==> config.mk <==
export PLATFORM = sky130hd
export DESIGN_NAME = raycast_wall_column_texturer_core
export DESIGN_NICKNAME = d
export VERILOG_FILES = /design/src/rtl/rcwt_pkg.sv /design/src/rtl/rcwt_ctrl.sv /design/src/rtl/rcwt_datapath.sv /design/src/rtl/raycast_wall_column_texturer_core.sv
export VERILOG_INCLUDE_DIRS = /design/src /design/src/rtl
export SDC_FILE = /design/constraint.sdc
export NUM_CORES = 2
export LEC_CHECK = 0
export BUFFER_PORTS_ARGS = -buffer_cell sky130_fd_sc_hd__buf_4
export CORE_MARGIN = 5
export CORE_UTILIZATION = 30
export CTS_CLUSTER_SIZE = 20
export DETAILED_ROUTE_END_ITERATION = 8
export REMOVE_ABC_BUFFERS = 1
export SYNTH_ARGS = -nofsm -noshare
export SYNTH_HDL_FRONTEND = slang
export SYNTH_SLANG_ARGS = --single-unit
==> constraint.sdc <==
create_clock -name clk_i -period 20.5 [get_ports clk_i]
set_input_delay 1.025 -clock clk_i [delete_from_list [all_inputs] [get_ports clk_i]]
set_output_delay 1.025 -clock clk_i [all_outputs]
set_load 0.05 [all_outputs]
==> src/rtl/raycast_wall_column_texturer_core_macros.svh <==
// Assertion macros for the raycast wall column texturer.
// No dependencies; included by the top level only.
`ifndef RAYCAST_WALL_COLUMN_TEXTURER_CORE_MACROS_SVH
`define RAYCAST_WALL_COLUMN_TEXTURER_CORE_MACROS_SVH
`ifndef SYNTHESIS
`define RCWT_ASSERT(lbl, clk, rst_n, prop, msg) \
  lbl: assert property (@(posedge clk) disable iff (!rst_n) prop) else $error(msg);
`define RCWT_ASSERT_ALWAYS(lbl, clk, prop, msg) \
  lbl: assert property (@(posedge clk) prop) else $error(msg);
`else
`define RCWT_ASSERT(lbl, clk, rst_n, prop, msg)
`define RCWT_ASSERT_ALWAYS(lbl, clk, prop, msg)
`endif
`endif

==> src/rtl/rcwt_pkg.sv <==
// Shared types and constants of the raycast wall column texturer.
// No dependencies.
package rcwt_pkg;
  localparam int FRAC_BITS_DEF = 16;
  localparam int MAX_SCREEN_HEIGHT_DEF = 2048;
  localparam int MAX_TEXTURE_SIZE_DEF = 1024;

  localparam int POS_W = 26;
  localparam int CFG_IDX_W = 3;
  localparam int CFG_DATA_W = 24;

  localparam logic OP_START = 1'b0;
  localparam logic OP_ROW = 1'b1;

  localparam logic [1:0] KIND_CEILING = 2'd0;
  localparam logic [1:0] KIND_TEXEL = 2'd1;
  localparam logic [1:0] KIND_FLOOR = 2'd2;

  localparam logic [CFG_IDX_W-1:0] REG_SCREEN_HEIGHT = 3'd0;
  localparam logic [CFG_IDX_W-1:0] REG_CEILING_COLOR = 3'd1;
  localparam logic [CFG_IDX_W-1:0] REG_FLOOR_COLOR = 3'd2;
  localparam logic [CFG_IDX_W-1:0] REG_NORTH_TEX = 3'd3;
  localparam logic [CFG_IDX_W-1:0] REG_SOUTH_TEX = 3'd4;
  localparam logic [CFG_IDX_W-1:0] REG_EAST_TEX = 3'd5;
  localparam logic [CFG_IDX_W-1:0] REG_WEST_TEX = 3'd6;

  localparam logic [11:0] SCREEN_HEIGHT_RST = 12'd480;
  localparam logic [23:0] CEILING_COLOR_RST = 24'h87C5D6;
  localparam logic [23:0] FLOOR_COLOR_RST = 24'h7D7D7D;
  localparam logic [10:0] TEX_HEIGHT_RST = 11'd64;

  typedef struct packed {
    logic        op;
    logic [11:0] screen_column;
    logic [31:0] wall_distance;
    logic [1:0]  wall_side;
    logic [9:0]  texture_column;
  } in_item_t;

  typedef struct packed {
    logic [11:0] pixel_column;
    logic [10:0] pixel_row;
    logic [1:0]  pixel_kind;
    logic [23:0] fill_color;
    logic [1:0]  texture_pick;
    logic [9:0]  texel_row;
    logic [9:0]  texel_column;
    logic        last_row;
  } out_item_t;

  typedef struct packed {
    logic load_col;
    logic div_step;
    logic geom_load;
    logic step_load;
    logic pos_load;
    logic row_go;
  } ctrl_cmd_t;

  typedef struct packed {
    logic div_last;
    logic out_busy;
  } dp_status_t;
endpackage

==> src/rtl/rcwt_ctrl.sv <==
// Sequencer of the column start and the row handshake.
// Depends on rcwt_pkg.
module rcwt_ctrl import rcwt_pkg::*; (
  input  logic       clk_i,
  input  logic       rst_ni,
  input  logic       in_valid_i,
  input  logic       in_op_i,
  input  dp_status_t status_i,
  output logic       in_ready_o,
  output logic       idle_o,
  output ctrl_cmd_t  cmd_o
);
  localparam logic [2:0] S_IDLE = 3'd0;
  localparam logic [2:0] S_DIVH = 3'd1;
  localparam logic [2:0] S_GEOM = 3'd2;
  localparam logic [2:0] S_DIVT = 3'd3;
  localparam logic [2:0] S_STEP = 3'd4;
  localparam logic [2:0] S_POS  = 3'd5;

  logic [2:0] state_q, state_d;
  logic       accept;

  assign idle_o = (state_q == S_IDLE);
  assign in_ready_o = idle_o && !status_i.out_busy;
  assign accept = in_valid_i && in_ready_o;

  always_comb begin
    state_d = state_q;
    cmd_o = '0;
    unique case (state_q)
      S_IDLE: begin
        if (accept && in_op_i == OP_START) begin
          cmd_o.load_col = 1'b1;
          state_d = S_DIVH;
        end else if (accept) begin
          cmd_o.row_go = 1'b1;
        end
      end
      S_DIVH: begin
        cmd_o.div_step = 1'b1;
        if (status_i.div_last) state_d = S_GEOM;
      end
      S_GEOM: begin
        cmd_o.geom_load = 1'b1;
        state_d = S_DIVT;
      end
      S_DIVT: begin
        cmd_o.div_step = 1'b1;
        if (status_i.div_last) state_d = S_STEP;
      end
      S_STEP: begin
        cmd_o.step_load = 1'b1;
        state_d = S_POS;
      end
      S_POS: begin
        cmd_o.pos_load = 1'b1;
        state_d = S_IDLE;
      end
      default: state_d = S_IDLE;
    endcase
  end

  always_ff @(posedge clk_i or negedge rst_ni) begin
    if (!rst_ni) begin
      state_q <= S_IDLE;
    end else begin
      state_q <= state_d;
    end
  end
endmodule

==> src/rtl/rcwt_datapath.sv <==
// Configuration registers, serial divider, column geometry and pixel output register.
// Depends on rcwt_pkg.
module rcwt_datapath import rcwt_pkg::*; #(
  parameter int FRAC_BITS = FRAC_BITS_DEF,
  parameter int MAX_SCREEN_HEIGHT = MAX_SCREEN_HEIGHT_DEF,
  parameter int MAX_TEXTURE_SIZE = MAX_TEXTURE_SIZE_DEF
) (
  input  logic                  clk_i,
  input  logic                  rst_ni,
  input  logic                  cfg_we_i,
  input  logic [CFG_IDX_W-1:0]  cfg_index_i,
  input  logic [CFG_DATA_W-1:0] cfg_data_i,
  input  in_item_t              in_data_i,
  input  ctrl_cmd_t             cmd_i,
  input  logic                  out_ready_i,
  output dp_status_t            status_o,
  output logic                  out_valid_o,
  output out_item_t             out_data_o
);
  localparam int HW = $clog2(MAX_SCREEN_HEIGHT + 1);
  localparam int TW = $clog2(MAX_TEXTURE_SIZE + 1);
  localparam int DWH = HW + FRAC_BITS;
  localparam int DWT = TW + FRAC_BITS;
  localparam int DW = (DWH > DWT) ? DWH : DWT;
  localparam int CNT_W = $clog2(DW);
  localparam int SW = ((HW > 16) ? HW : 16) + 1;
  localparam int TR_W = POS_W - FRAC_BITS;
  localparam logic [POS_W-1:0] POS_MAX = {POS_W{1'b1}};

  logic [11:0] screen_q;
  logic [23:0] ceil_q, floor_q;
  logic [10:0] tex_q [4];

  logic [DW-1:0]    shift_q;
  logic [31:0]      rem_q, dsr_q;
  logic [CNT_W-1:0] cnt_q;
  logic [32:0]      trial;
  logic             qbit;

  logic             active_q;
  logic [15:0]      wall_height_q;
  logic [HW-1:0]    top_q, bot_q;
  logic [14:0]      offset_q;
  logic [POS_W-1:0] step_q, pos_q;
  logic [10:0]      row_q;
  logic [1:0]       side_q;
  logic [9:0]       tcol_q;
  logic [11:0]      scol_q;
  logic             zero_dist_q;

  logic             out_valid_q;
  out_item_t        out_q;
  out_item_t        pix_d;

  logic [HW-1:0]    h_eff;
  logic [TW-1:0]    t_eff;
  logic [10:0]      t_raw;
  logic [15:0]      lh_c;
  logic [14:0]      half_l;
  logic [HW-1:0]    half_h;
  logic [SW-1:0]    bot_sum;
  logic [40:0]      prod;
  logic [POS_W:0]   pos_sum;
  logic [TR_W-1:0]  tr_raw;
  logic [31:0]      tr_c;
  logic             last_c;

  always_ff @(posedge clk_i or negedge rst_ni) begin
    if (!rst_ni) begin
      screen_q <= SCREEN_HEIGHT_RST;
      ceil_q <= CEILING_COLOR_RST;
      floor_q <= FLOOR_COLOR_RST;
      tex_q[0] <= TEX_HEIGHT_RST;
      tex_q[1] <= TEX_HEIGHT_RST;
      tex_q[2] <= TEX_HEIGHT_RST;
      tex_q[3] <= TEX_HEIGHT_RST;
    end else if (cfg_we_i) begin
      unique case (cfg_index_i)
        REG_SCREEN_HEIGHT: screen_q <= cfg_data_i[11:0];
        REG_CEILING_COLOR: ceil_q <= cfg_data_i;
        REG_FLOOR_COLOR: floor_q <= cfg_data_i;
        REG_NORTH_TEX: tex_q[0] <= cfg_data_i[10:0];
        REG_SOUTH_TEX: tex_q[1] <= cfg_data_i[10:0];
        REG_EAST_TEX: tex_q[2] <= cfg_data_i[10:0];
        REG_WEST_TEX: tex_q[3] <= cfg_data_i[10:0];
        default: ;
      endcase
    end
  end

  always_comb begin
    if (screen_q == 12'd0) h_eff = HW'(1);
    else if ({20'd0, screen_q} > 32'(MAX_SCREEN_HEIGHT)) h_eff = HW'(MAX_SCREEN_HEIGHT);
    else h_eff = HW'(screen_q);
    t_raw = tex_q[side_q];
    if (t_raw == 11'd0) t_eff = TW'(1);
    else if ({21'd0, t_raw} > 32'(MAX_TEXTURE_SIZE)) t_eff = TW'(MAX_TEXTURE_SIZE);
    else t_eff = TW'(t_raw);
  end

  assign trial = {rem_q, shift_q[DW-1]};
  assign qbit = (trial >= {1'b0, dsr_q});
  assign status_o.div_last = (cnt_q == '0);
  assign status_o.out_busy = out_valid_q && !out_ready_i;

  always_comb begin
    if (zero_dist_q || {{(64-DW){1'b0}}, shift_q} > 64'd65535) lh_c = 16'hFFFF;
    else lh_c = 16'(shift_q);
    half_l = lh_c[15:1];
    half_h = h_eff >> 1;
    bot_sum = SW'(half_l) + SW'(half_h);
  end

  assign prod = {26'd0, offset_q} * {15'd0, step_q};
  assign pos_sum = {1'b0, pos_q} + {1'b0, step_q};
  assign tr_raw = pos_q[POS_W-1:FRAC_BITS];
  assign last_c = ({21'd0, row_q} >= (32'(h_eff) - 32'd1));

  always_comb begin
    if (32'(tr_raw) > (32'(t_eff) - 32'd1)) tr_c = 32'(t_eff) - 32'd1;
    else tr_c = 32'(tr_raw);
  end

  always_comb begin
    pix_d = '0;
    pix_d.pixel_column = scol_q;
    pix_d.pixel_row = row_q;
    pix_d.last_row = last_c;
    if ({21'd0, row_q} < 32'(top_q)) begin
      pix_d.pixel_kind = KIND_CEILING;
      pix_d.fill_color = ceil_q;
    end else if ({21'd0, row_q} < 32'(bot_q)) begin
      pix_d.pixel_kind = KIND_TEXEL;
      pix_d.texture_pick = side_q;
      pix_d.texel_row = tr_c[9:0];
      pix_d.texel_column = tcol_q;
    end else begin
      pix_d.pixel_kind = KIND_FLOOR;
      pix_d.fill_color = floor_q;
    end
  end

  always_ff @(posedge clk_i) begin
    if (cmd_i.load_col) begin
      shift_q <= DW'({h_eff, {FRAC_BITS{1'b0}}});
      dsr_q <= in_data_i.wall_distance;
      zero_dist_q <= (in_data_i.wall_distance == 32'd0);
      rem_q <= '0;
      cnt_q <= CNT_W'(DW - 1);
      scol_q <= in_data_i.screen_column;
      side_q <= in_data_i.wall_side;
      tcol_q <= in_data_i.texture_column;
    end else if (cmd_i.geom_load) begin
      wall_height_q <= lh_c;
      top_q <= (half_l >= 15'(half_h)) ? '0 : HW'(half_h - HW'(half_l));
      bot_q <= (bot_sum >= SW'(h_eff)) ? HW'(h_eff - HW'(1)) : HW'(bot_sum);
      offset_q <= (half_l >= 15'(half_h)) ? 15'(half_l - 15'(half_h)) : 15'd0;
      shift_q <= DW'({t_eff, {FRAC_BITS{1'b0}}});
      dsr_q <= {16'd0, lh_c};
      rem_q <= '0;
      cnt_q <= CNT_W'(DW - 1);
    end else if (cmd_i.div_step) begin
      rem_q <= qbit ? 32'(trial - {1'b0, dsr_q}) : trial[31:0];
      shift_q <= {shift_q[DW-2:0], qbit};
      cnt_q <= cnt_q - CNT_W'(1);
    end
    if (cmd_i.step_load) begin
      if (wall_height_q == 16'd0) step_q <= '0;
      else if ({{(64-DW){1'b0}}, shift_q} > 64'(POS_MAX)) step_q <= POS_MAX;
      else step_q <= POS_W'(shift_q);
    end
    if (cmd_i.pos_load) begin
      pos_q <= (prod > 41'(POS_MAX)) ? POS_MAX : prod[POS_W-1:0];
      row_q <= '0;
    end else if (cmd_i.row_go && active_q) begin
      if ({21'd0, row_q} >= 32'(top_q) && {21'd0, row_q} < 32'(bot_q)) begin
        pos_q <= pos_sum[POS_W] ? POS_MAX : pos_sum[POS_W-1:0];
      end
      if (!last_c) row_q <= row_q + 11'd1;
    end
  end

  always_ff @(posedge clk_i or negedge rst_ni) begin
    if (!rst_ni) begin
      active_q <= 1'b0;
      out_valid_q <= 1'b0;
    end else begin
      if (cmd_i.pos_load) active_q <= 1'b1;
      else if (cmd_i.row_go && active_q && last_c) active_q <= 1'b0;
      if (cmd_i.row_go && active_q) out_valid_q <= 1'b1;
      else if (out_ready_i) out_valid_q <= 1'b0;
    end
  end

  always_ff @(posedge clk_i) begin
    if (cmd_i.row_go && active_q) begin
      out_q <= pix_d;
    end
  end

  assign out_valid_o = out_valid_q;
  assign out_data_o = out_q;
endmodule

==> src/rtl/raycast_wall_column_texturer_core.sv <==
// Top level of the raycast wall column texturer.
// Depends on rcwt_pkg, rcwt_ctrl, rcwt_datapath and the assertion macro header.
//
// Input beats carry either a column start or a row request; output beats carry
// one pixel each. Both channels use valid/ready. A column start gives no
// output; it runs two restoring divisions on a shared one-bit-per-cycle
// divider of DW = max(HW, TW) + FRAC_BITS bits, with the geometry state
// between the two divisions and the step and multiply states after them;
// until the column start is through, no input beat is taken.
// A row request is taken and its pixel appears in the output
// register on the next cycle, so rows stream at one per cycle while the
// receiver keeps up. A row request with no active column yields nothing.
// When the receiver stalls, the pixel holds in the output register and the
// next input beat waits until it is taken.
// Reset restores the register defaults (480 rows, default colors, texture
// heights of 64) and ends any active column. Configuration writes take
// effect at once and are meant for idle periods.
`include "raycast_wall_column_texturer_core_macros.svh"
module raycast_wall_column_texturer_core import rcwt_pkg::*; #(
  parameter int FRAC_BITS = FRAC_BITS_DEF,
  parameter int MAX_SCREEN_HEIGHT = MAX_SCREEN_HEIGHT_DEF,
  parameter int MAX_TEXTURE_SIZE = MAX_TEXTURE_SIZE_DEF
) (
  input  logic                  clk_i,
  input  logic                  rst_ni,
  input  logic                  cfg_we_i,
  input  logic [CFG_IDX_W-1:0]  cfg_index_i,
  input  logic [CFG_DATA_W-1:0] cfg_data_i,
  input  logic                  in_valid_i,
  output logic                  in_ready_o,
  input  in_item_t              in_data_i,
  output logic                  out_valid_o,
  input  logic                  out_ready_i,
  output out_item_t             out_data_o
);
  ctrl_cmd_t  cmd;
  dp_status_t status;
  logic       idle;

  rcwt_ctrl u_ctrl (
    .clk_i      (clk_i),
    .rst_ni     (rst_ni),
    .in_valid_i (in_valid_i),
    .in_op_i    (in_data_i.op),
    .status_i   (status),
    .in_ready_o (in_ready_o),
    .idle_o     (idle),
    .cmd_o      (cmd)
  );

  rcwt_datapath #(
    .FRAC_BITS         (FRAC_BITS),
    .MAX_SCREEN_HEIGHT (MAX_SCREEN_HEIGHT),
    .MAX_TEXTURE_SIZE  (MAX_TEXTURE_SIZE)
  ) u_dp (
    .clk_i       (clk_i),
    .rst_ni      (rst_ni),
    .cfg_we_i    (cfg_we_i),
    .cfg_index_i (cfg_index_i),
    .cfg_data_i  (cfg_data_i),
    .in_data_i   (in_data_i),
    .cmd_i       (cmd),
    .out_ready_i (out_ready_i),
    .status_o    (status),
    .out_valid_o (out_valid_o),
    .out_data_o  (out_data_o)
  );

  `RCWT_ASSERT(a_start_blocks, clk_i, rst_ni, (in_valid_i && in_ready_o && in_data_i.op == OP_START) |=> !in_ready_o, "input taken during column setup")
  `RCWT_ASSERT(a_ready_idle, clk_i, rst_ni, in_ready_o |-> idle, "ready outside idle")
  `RCWT_ASSERT(a_kind_valid, clk_i, rst_ni, out_valid_o |-> (out_data_o.pixel_kind != 2'd3), "bad pixel kind")
  `RCWT_ASSERT(a_texel_fill, clk_i, rst_ni, (out_valid_o && out_data_o.pixel_kind == KIND_TEXEL) |-> (out_data_o.fill_color == 24'd0), "texel with fill color")
endmodule
Word level (Yosys, flattened, before mapping)
Index checks and enable logic that the tools add are counted.
{"block": "classes", "add_sub_neg": 10, "n_mul": 1, "order_cmp": 14, "n_eq_ne": 14, "muxes": 42, "bitwise_logic": 5, "n_reduce_logical": 37}
{"cell": "$mux 26", "count": 6}
{"cell": "$mux 32", "count": 3}
{"cell": "$mux 28", "count": 3}
{"cell": "$mux 24", "count": 2}
{"cell": "$mux 11", "count": 4}
{"cell": "$gt 41x26->1 const B", "count": 1}
{"cell": "$mul 15x26->41", "count": 1}
{"cell": "$mux 12", "count": 3}
{"cell": "$ge 33x32->1", "count": 1}
{"cell": "$ge 11x32->1", "count": 1}
{"cell": "$gt 10x32->1", "count": 1}
{"cell": "$logic_not 32->1", "count": 1}
{"cell": "$sub 32x32->32", "count": 1}
{"cell": "$gt 28x16->1 const B", "count": 1}
{"cell": "$gt 28x26->1 const B", "count": 1}
{"cell": "$add 26x26->27", "count": 1}
{"cell": "$lt 11x12->1", "count": 2}
{"cell": "$bmux 11 s2", "count": 1}
{"cell": "$reduce_and 2->1", "count": 10}
{"cell": "$ge 17x12->1", "count": 1}
{"cell": "$add 15x11->16", "count": 1}
{"cell": "$logic_not 16->1", "count": 1}
{"cell": "$mux 16", "count": 1}
{"cell": "$eq 3x3->1 const B", "count": 5}
{"cell": "33 further kinds", "count": 70}
{"block": "word_totals", "register_bits": 421, "inputBits": 89, "out_inout_bits": 74}

Depth between registers and ports, before layout
{"block": "logic_depth", "depth_word": 12, "depth_mapped": 27, "depth_no_buf": 24}

By module
Synthesis repeated with hierarchy kept, for this count alone.
{"block": "hier_totals", "hier_cells": 3612, "hier_area_um2": 35861.9}
{"mod": "rcwt_datapath", "n_inst": 1, "cells_each": 3589, "area_per_inst_um2": 35640.4, "seq_area_each_um2": 11429.7}
{"mod": "rcwt_ctrl", "n_inst": 1, "cells_each": 23, "area_per_inst_um2": 221.5, "seq_area_each_um2": 75.1}

Least setup slack after synthesis
No wires, ideal clock.
{"block": "synth_timing", "kind": "flip-flop to flip-flop", "from": "reg u_dp.offset_q[8]", "to": "reg u_dp.pos_q[12], data pin", "setup_ns": 0.258, "arrival_ns": 6.807, "t_required_ns": 20.242, "setup_slack_ns": 13.435, "path_stages_with_launch": 26, "period_less_slack_ns": 7.065, "path_cell_list": "edfxtp_1 clkbuf_1 clkbuf_1 nand2_1 fa_1 fa_1 inv_1 fa_1 fa_1 fa_1 inv_1 fa_1 inv_1 ha_1 clkbuf_1 nand2_1 nor4_1 nand3_1 o2111ai_1 a31oi_2 o41ai_1 xnor2_1 nand4_2 nor4b_4 buf_6 a21oi_2"}
{"block": "synth_between", "elab_chain_len": 4}
{"item": "start: declaration", "line_no": "rcwt_datapath.sv:43", "source": "logic [14:0] offset_q;"}
{"item": "start signal: assignment", "line_no": "rcwt_datapath.sv:157", "source": "offset_q <= (half_l >= 15'(half_h)) ? 15'(half_l - 15'(half_h)) : 15'd0;"}
{"item": "$mul 15x26->41 *", "line_no": "rcwt_datapath.sv:114", "source": "assign prod = {26'd0, offset_q} * {15'd0, step_q};"}
{"item": "$gt 41x26->1", "line_no": "rcwt_datapath.sv:173", "source": "pos_q <= (prod > 41'(POS_MAX)) ? POS_MAX : prod[POS_W-1:0];"}
{"item": "$mux 26 *", "line_no": "rcwt_datapath.sv:173"}
{"item": "$mux 26 *", "line_no": "rcwt_datapath.sv:172", "source": "if (cmd_i.pos_load) begin"}
{"item": "end signal: assignment", "line_no": "rcwt_datapath.sv:173"}
{"item": "end signal: assignment", "line_no": "rcwt_datapath.sv:177", "source": "pos_q <= pos_sum[POS_W] ? POS_MAX : pos_sum[POS_W-1:0];"}
{"item": "end: declaration", "line_no": "rcwt_datapath.sv:44", "source": "logic [POS_W-1:0] step_q, pos_q;"}
Mark *: on every way between the ends. The rest lies on a longest branch, timed or not.
A chain may end at the register's enable or synchronous reset.

Worst setup path in the final report
{"block": "layout_timing", "from": "reg u_dp.offset_q[8]", "to": "reg u_dp.pos_q[3], data pin"}
{"block": "layout_between", "elab_chain_len": 4}
{"item": "$mul 15x26->41", "line_no": "rcwt_datapath.sv:114"}
{"item": "$gt 41x26->1", "line_no": "rcwt_datapath.sv:173"}
{"item": "$mux 26", "line_no": "rcwt_datapath.sv:173"}
{"item": "$mux 26", "line_no": "rcwt_datapath.sv:172"}
Every way passes these cells.

==> flow_summary.ini <==
[status]
status = finished clean

[worst_setup_path]
critPathCaptureType = register
slowest_stage = edfxtp_1
crit_chain = nand2_1, fa_1, inv_1, fa_1, fa_1, fa_1, fa_1, inv_1, fa_1, inv_1, ha_1, nand4_4, nor4_1, nand3_1, o2111ai_1, a31oi_2, o41ai_1, xnor2_1, nand4_2, nor4b_4, buf_4, a21oi_1
critPathMaxStageDelay_ns = 1.02
r2r-start = u_dp.offset_q[8]
r2r_slack_ns = 12.42
required_ns = 20.86
cp_max_fo = 26
cp_common_cell = fa_1
crit_arrival_ns = 8.45
reg2regPathDepth = 22
crit_type = register to register
r2r_end = u_dp.pos_q[3]
start_kind = register

[route]
wl_met3_um = 5640
dr_total_vias = 25876
wl_um = 94620
routedLengthMet1_um = 40700
first_pass_iters = 6
wl_met2_um = 45190
top_layer_used = met4
avgRoutedWirePerCell_um = 18.09
vias_per_cell = 4.946
drtIter0Drc = 1540
drc = 0
drtAntennaViolNets = 0

[global_routing]
track_usage = 0.1492
grt_pass1_wl_um = 149200
grt_pass1_vias = 26596
grt_max_degree = 76
grt_overflow = 0
antenna_found_initial = 3

[sta]
setup-violations-final = 0
hold_violations = 0
final.period_utilization = 0.3943
fin_setup_tns_ns = 0
timing.final.crit_period_ns = 8.082
timing.fmax_mhz = 123.7
maxSlewHeadroom = 0.1446
tightest_slew_ns = 1.275
fin_worst_skew_ns = 0.02373
final.setup.worst_slack_ns = 12.42
drv_slew = 0
rsz0062_at_grt = no

[cts]
clk_pin_slew_ns = 0.06
clockRootBuffer = clkbuf_16
cts_buffers = 51
clk_path_buf_depth = 3
ctsResizeCount = 0
cts_tree = built
hold_buffers = 0
post-cts-setup-buffers = 0
clock_sink_count = 421
clk_latency_ns = 0.63
htreeDepth = 2

[cells_and_area]
area_growth_pct = 12.84
layout.nets = 4309
drive_above_1_share = 0.1318
final_cell_area_mm2 = 0.03989
instances_no_fill = 5232

[yosys]
yosys_warnings = 0
synth-main-ff-cell = edfxtp_1
yosys-top-cells-count = inv_1 (498), nand2_1 (353), fa_1 (315)
ys_seq_area_frac = 0.3254
synth_top_area_frac = 0.2106
yosys.cell_count.top_type = inv_1
yosysTopAreaCell = edfxtp_1
avgSynthCellArea_um2 = 9.915
synthArstFlopShare = 0.2589
yosys_register_bits = 421
netlist_top_cells_area = edfxtp_1 (21%), fa_1 (18%), ha_1 (9.0%)
synth_cell_types = 86
netlist_area_mm2 = 0.03536
synth_edf_count = 248
synth_cells = 3566

[placed_design]
place_ws_ns = 12.41
gp_congestion = 0.8987
placedCellCount = 5134
placed_area_mm2 = 0.03811
hpwl_um = 72080
io_buffers = 162

[power]
power.internal_mw = 1.701
power_frac_clock = 0.421
finalPower_mw = 2.307
power.combinational.fraction = 0.150
switchingPower_mw = 0.6058
seqPwrFrac = 0.429
power.static_leakage_nw = 17.44
switching_share = 0.2626
powerDensity_mw_per_mm2 = 57.83
ir_drop_uv = 68.58

[floorplan]
die-height_um = 353.3
rows = 126
die-area_mm2 = 0.1248
initial_utilization = 0.3006
die_x_um = 353.3
placeableCoreArea_mm2 = 0.1176
io_pins = 163

[run]
max_cap_violations = 0

[min_path]
hp-class = input port to async pin
-- critical path, delay by kind of cell (launching register included) --
kind | cells | cell delay, ns
compound gates | 4 | 1.09
flops | 1 | 1.02
xor+xnor | 1 | 0.18
buf+inv | 4 | 0.57
fa+ha+maj | 7 | 3.62
simple gates | 6 | 1.31
-- worst max path at each step --
stage	from	endpoint	slack, ns	depth (start not counted)
final	u_dp.offset_q[8]	u_dp.pos_q[3]	12.42	22
after detailed placement	u_dp.offset_q[8]	u_dp.pos_q[24]	12.41	22
after global placement	u_dp.offset_q[11]	u_dp.pos_q[3]	12.55	22
after CTS	u_dp.offset_q[8]	u_dp.pos_q[2]	12.39	22
after floorplan	u_dp.offset_q[5]	u_dp.pos_q[1]	12.80	22
after global routing	u_dp.offset_q[11]	u_dp.pos_q[3]	11.89	22
-- routing by layer --
metal / global-route usage / vias to the layer above
met1: 0.1940 / 12955
met5: 0 / -
met2: 0.2520 / 672
li1: - / 12097
met3: 0.02660 / 152
met4: 0.04949 / 0
-- layout by cell type, fill, tap and decap left out, drive strengths merged, types with 18 or more instances in the layout --
master,Yosys,final
nor2b,31,31
clkbuf,136,72
nand4,23,23
nor2,182,182
ha,254,254
dfrtp,70,70
nand2b,27,27
edfxtp,248,248
a22o,18,18
inv,498,501
and2,244,244
fa,315,315
nor3,49,49
mux2i,28,28
xor2,39,39
a21o,51,51
o21ai,161,161
and3,21,21
dfxtp,64,64
dfstp,39,39
o21a,50,50
nor4,25,25
nand2,356,356
buf,18,186
a21oi,191,191
xnor2,71,71
nand3,32,32
mux2,105,105
-- power groups by stage --
stage | sequential (mW) | clock (mW) | combinational, mW
floorplan | 0.996 | 0 | 0.246
global placement | 1.00 | 0 | 0.339
detailed placement | 1.01 | 0 | 0.344
CTS | 0.990 | 1.00 | 0.347
global route | 0.996 | 1.03 | 0.390
finish | 0.990 | 0.972 | 0.346
-- final cells by class --
class                      count  area [um^2]
fill                       11979        77710
multi-input combinational   2492        21410
sequential                   421        11500
tap                         1536         1922
inverter                     499         1873
clock buffer                  72         1459
timing repair buffer         186         1396
clock inverter                24        321.6
antenna                        2        5.005
-- kinds of logic (layout without fill, tap and decap cells) --
| logic type | after synthesis | after routing | synth area share |
|---|---|---|---|
| compound gates | 633 | 633 | 0.1152 |
| simple gates | 1037 | 1037 | 0.1456 |
| flops | 421 | 421 | 0.3254 |
| buf+inv | 653 | 781 | 0.07057 |
| mux | 143 | 143 | 0.04774 |
| other cells | 0 | 2 | 0 |
| fa+ha+maj | 569 | 569 | 0.2683 |
| xor+xnor | 110 | 110 | 0.02725 |
-- metrics by stage --
stage          hold slack, ns    util
3_3_place_gp           0.4006  0.3240
2_1_floorplan          0.4003       -
6_report               0.3637  0.3392
4_1_cts                0.3300  0.3392
3_5_place_dp           0.4045  0.3240
5_1_grt                0.3592  0.3392
-- sequential cells by signal, indices dropped and copies added, names as in the netlist, 26 cells and up --
name and count:
u_dp.out_data_o 72, u_dp.tex_q 44, u_dp.dsr_q 32, u_dp.rem_q 32, u_dp.shift_q 28, u_dp.pos_q 26
u_dp.step_q 26
Power figures use the tool's default switching activity.
